[src/sv/dbph_ram.sv]
module dbph_ram #(
    parameter int WIDTH = 8,
    parameter int DEPTH = 16
) (
    input  logic                     clk,
    input  logic                     we,
    input  logic [$clog2(DEPTH)-1:0] addr,
    input  logic [WIDTH-1:0]         wdata,
    output logic [WIDTH-1:0]         rdata
);

    logic [WIDTH-1:0] mem [DEPTH];

    always_ff @(posedge clk)
    begin
        if (we)
        begin
            mem[addr] <= wdata;
        end
        rdata <= mem[addr];
    end

endmodule

[config.mk]
export PLATFORM = sky130hd
export DESIGN_NAME = dbph_ram
export DESIGN_NICKNAME = d
export VERILOG_FILES = /design/src/sv/dbph_ram.sv
export SDC_FILE = /design/constraint.sdc
export NUM_CORES = 1
export LEC_CHECK = 0
export BUFFER_PORTS_ARGS = -buffer_cell sky130_fd_sc_hd__buf_2
export CAP_MARGIN = 40
export CORE_MARGIN = 2
export CORE_UTILIZATION = 65
export DETAILED_ROUTE_END_ITERATION = 8
export PLACE_DENSITY = 0.84
export SKIP_CTS_REPAIR_TIMING = 1
export SLEW_MARGIN = 20
export SYNTH_ARGS = -nofsm -noshare
export SYNTH_HDL_FRONTEND = slang
export SYNTH_SLANG_ARGS = --single-unit
export TNS_END_PERCENT = 10
[constraint.sdc]
create_clock -name clk -period 4.44 [get_ports clk]
set_input_delay 0.222 -clock clk [delete_from_list [all_inputs] [get_ports clk]]
set_output_delay 0.222 -clock clk [all_outputs]
set_load 0.02 [all_outputs]
# ---- After elaboration in Yosys (flattened, before gate mapping)
# Memory sizes are Yosys's and may differ from the RTL's. A register that Yosys moved wholly into a read port is not among the register bits.
# Cells that the tools add are included.
dict set report word_totals {
  latchBits 0
  n_memories 1
  ff_bits 0
  in_bits 14
  mem_bits_rw 128
  romBits 0
  elab_cells 3
}
# name depth width rd rd_clocked_by_memory_dff wr line
set memory_table {}
lappend memory_table {mem 16 8 1 1 1 12} ;# logic [WIDTH-1:0] mem [DEPTH];
dict set report classes {
  n_reduce_logical 0
  multipliers 0
  order_cmp 0
  n_bitwise 0
  n_mux 2
  addsub 0
  div 0
  n_shift 0
  eq_ne 0
}
# cell n
set op_table {}
lappend op_table {{2-to-1 mux 1 bit} 2}

# ---- Longest topological paths before layout
dict set report logic_depth {
  depth_word 2
  depth_mapped 5
  depth_no_buf 3
}

# ---- Least setup slack after synthesis
# No wires, ideal clock.
dict set report synth_path {
  path_kind {input to register}
  startpoint {input addr[2]}
  endpoint {memory mem[0][0], enable pin}
  slack_ns 2.725
  stages 2
  n_path_buf 0
  required_ns 4.057
  t_arrival_ns 1.332
  cell_sequence {or3b_2 -> nor3_1}
}
# element line
set synth_rtl {}
lappend synth_rtl {{start: declaration} 7} ;# input logic [$clog2(DEPTH)-1:0] addr,
lappend synth_rtl {{end: declaration} 12}
# Straight into the memory's write port.

==> run summary <==
The layout-stage area growth over the synthesis result is 16.8%. The run finished with clean final reports. Once detail routing completed, the nets flagged for antenna violations numbered 0. TritonCTS built the clock tree.

The arrival time reported for the critical path endpoint was 2.24 ns; the maximum fanout along the worst path was 22. Data on the critical path is required at its endpoint by 4.84 ns. Root buffer selected by CTS: clkbuf_8. For the power share of the combinational group, the log shows 0.048. In this run the most used layer during global routing was met2. The tools report the sequential group share of total power as 0.476. The depth of the worst register-to-register path was 3. The design draws 3.04 mW.

The estimated wirelength of the detail-placed design was 5940 um; the proportion of layout cells with a drive suffix above 1 was 0.331. Yosys printed 0 warnings. Setup violations remaining at the end of the flow were counted as 0. The tightest min-delay check is of the input pin to register type.

Summing every instance area after synthesis gives 5070 um^2. Dividing the detail-routed via count by the number of cells gives 6.66. The logs give 22 for the number of ports placed on the die boundary and 10600 um for the overall routed net length.

For the placeable core region, the log shows 7650 um^2. For the final routed database, the setup TNS stands at 0 ns. During placement, the flow inserted port buffers numbering 21. Routability-driven placement finished with a final weighted congestion of 0.866. For the number of inserted diodes, the log shows 0. The tools report the final count of hold timing violations as 0. The startpoint kind of the worst setup timing path was an input pin. The post-route cell area is 5920 um^2, and the normalized max-slew margin is 0.470. Net switching fraction of the power: 0.209. The maximum clock rate was 0.542 GHz. In this run the power spent charging and discharging nets is 0.636 mW. The leakage dissipation came out at 1.95 nW. The worst-case IR drop observed on VDD is 0.319 mV. After clock tree synthesis, the clock-pin slew on the worst setup and hold paths is 0.06 ns. The startpoint identified for the worst register-to-register timing path is mem[0][4]$_DFFE_PP_. The run gives 0.275 as the overall track demand over capacity in global routing.

The number of cells on the worst hold path came out at 1. In the post-synthesis netlist, the biggest area contributors are edfxtp_1 (76%), mux4_2 (14%), dfxtp_1 (3.2%). The logs give 230 for the number of instances in the synthesized netlist and 4 for the number of H-tree levels.

Setup slack on the worst reg-to-reg path comes out at 3.00 ns. For this block, the initial DRC count from the detailed router was 315. For the post-synthesis sequential area ratio, the log shows 0.790.

The worst setup path is captured at a register. The number of flip-flops and latches in the synthesized netlist came out at 136. Of all cell types, the one taking the most synthesized area is edfxtp_1. The endpoint identified for the worst register-to-register timing path is rdata[4]$_DFF_P_. For the total nets after synthesis, the log shows 244. Die footprint: 8520 um^2. After detailed routing, the average wire length per cell comes to 27.9 um. Width of the die: 92.3 um. After synthesis, the netlist uses 18 different library cells. Dividing total power by cell area gives a power density of 513 nW/um^2. The worst setup path category is input pin to register. In the routed design, unresolved DRC markers number 0. The tools report the initial core utilization as 0.663. The logs give 0 for the remaining global-route overflow and 0.0602 for the met3 track demand over resource in global routing. The run gives 0.442 as the met2 track demand over resource.

The average instance in the mapped netlist occupies 22.0 um^2. The number of clock buffers added by TritonCTS is 17. The final number of max-transition violations is 0, and the worst setup slack after placement is 2.12 ns.

The tree built by TritonCTS fans out to 136 sinks. The top-area cell type share of the netlist area is 0.759, and the deepest clock path buffer count is 2. Measured along the y axis, the die boundary spans 92.3 um. Setup repair after global routing left no endpoint under its margin. For the maximum number of pins on one net before global-route repair, the log shows 25. Critical hold path startpoint: wdata[2]. The clock network fraction of total power was 0.476; the number of antenna violations at the first check in global routing was 0. The logs give 16000 um for the first-pass GRT wire length and 0 for the total of max-cap violations.

For the finished layout, the period the worst path requires is 1.84 ns. Cell internal power was estimated by the tool at 2.40 mW. For hold timing, the worst endpoint is mem[7][2]$_DFFE_PP_. Setup clock skew after layout: 0.00513 ns. The tools report the number of iterations in the first detailed-routing pass as 6. The run gives 0.383 as the met1 track utilization from global routing.

Across all layers, the routed design uses 2531 vias. For this run, the post-layout net count is 279. The via count of the first global-routing pass is 2564.

The measured slew at the worst slew-check pin was 0.792 ns; the minimum setup slack in the final design was 2.60 ns. The row count was 32; the clock insertion delay at the later pin of the skew report was 0.52 ns. The post-route clock period utilization is 0.415, and the total cell area at the placement stage is 5300 um^2.
==> stage by stage <==
step	instances	hold slack [ns]	util
2_1_floorplan	230	0.321	-
3_3_place_gp	345	0.623	0.688
3_5_place_dp	347	0.630	0.693
4_1_cts	379	0.0844	0.773
5_1_grt	380	0.0984	0.774
6_report	380	0.0941	0.774
==> logic make-up (layout without fill, tap and decap cells) <==
| kind of cell | count (synthesis) | in the layout | synth area share |
|---|---|---|---|
| compound gates | 16 | 16 | 0.0237 |
| buf+inv | 11 | 59 | 0.0119 |
| flops | 136 | 136 | 0.790 |
| mux | 32 | 32 | 0.142 |
| simple gates | 35 | 35 | 0.0321 |
==> worst max-delay path, cell delays in order <==
cell     delay (ns)
buf_2          0.53
buf_4          0.45
mux4_2         0.58
a22oi_1        0.31
nand2_1        0.13
==> cells in the final DEF (no fill, tap or decap), drive strengths merged <==
cell type and n:
a22oi 16, and2 1, buf 27, bufinv 4, clkbuf 17, clkinv 4, clkinvlp 4, dfxtp 8
edfxtp 128, inv 3, mux4 32, nand2 9, nand2b 2, nand3 1, nand3b 2, nor2 13
nor2b 2, nor3 4, or3b 1
==> synthesized netlist by cell type (all sizes together) <==
| cell type | count |
|---|---|
| buf | 8 |
| and2 | 1 |
| nand3 | 1 |
| edfxtp | 128 |
| clkbuf | 3 |
| nor2 | 13 |
| or3b | 1 |
| nand2b | 2 |
| nand3b | 2 |
| mux4 | 32 |
| dfxtp | 8 |
| nor2b | 2 |
| a22oi | 16 |
| nor3 | 4 |
| nand2 | 9 |
==> routing by layer <==
layer  up-vias  wire (um)  part of all wire
met2       160       5460              0.52
met3        32        894             0.084
met5         -          0                 0
met4         0        337             0.032
met1      1303       3900              0.37
li1       1036          -                 -
==> power by group through the flow <==
stage | Sequential, mW | Clock, mW | Combinational, mW
2_1_floorplan | 1.48 | 0 | 0.0739
3_3_place_gp | 1.47 | 0 | 0.135
3_5_place_dp | 1.47 | 0 | 0.142
4_1_cts | 1.45 | 1.45 | 0.147
5_1_grt | 1.45 | 1.50 | 0.156
6_report | 1.45 | 1.45 | 0.147
==> worst max-delay path by stage <==
stage / end / startpoint
2_1_floorplan: mem[0][0]$_DFFE_PP_ / addr[2]
3_3_place_gp: mem[4][6]$_DFFE_PP_ / addr[0]
3_5_place_dp: rdata[4]$_DFF_P_ / addr[0]
4_1_cts: rdata[4]$_DFF_P_ / addr[0]
5_1_grt: rdata[4]$_DFF_P_ / addr[0]
6_report: rdata[4]$_DFF_P_ / addr[0]
==> cell type report <==
class                           count  area (um^2)
Sequential cell                   136         4000
Fill cell                         379         1730
Multi-Input combinational cell     83         1010
Clock buffer                       17          414
Clock inverter                     15          199
Timing Repair Buffer               27          168
Tap cell                          102          128
==> registers in the layout (all words and copies together), names as in the netlist <==
signal	count
mem	128
rdata	8
(Power assumes the default switching activity.)
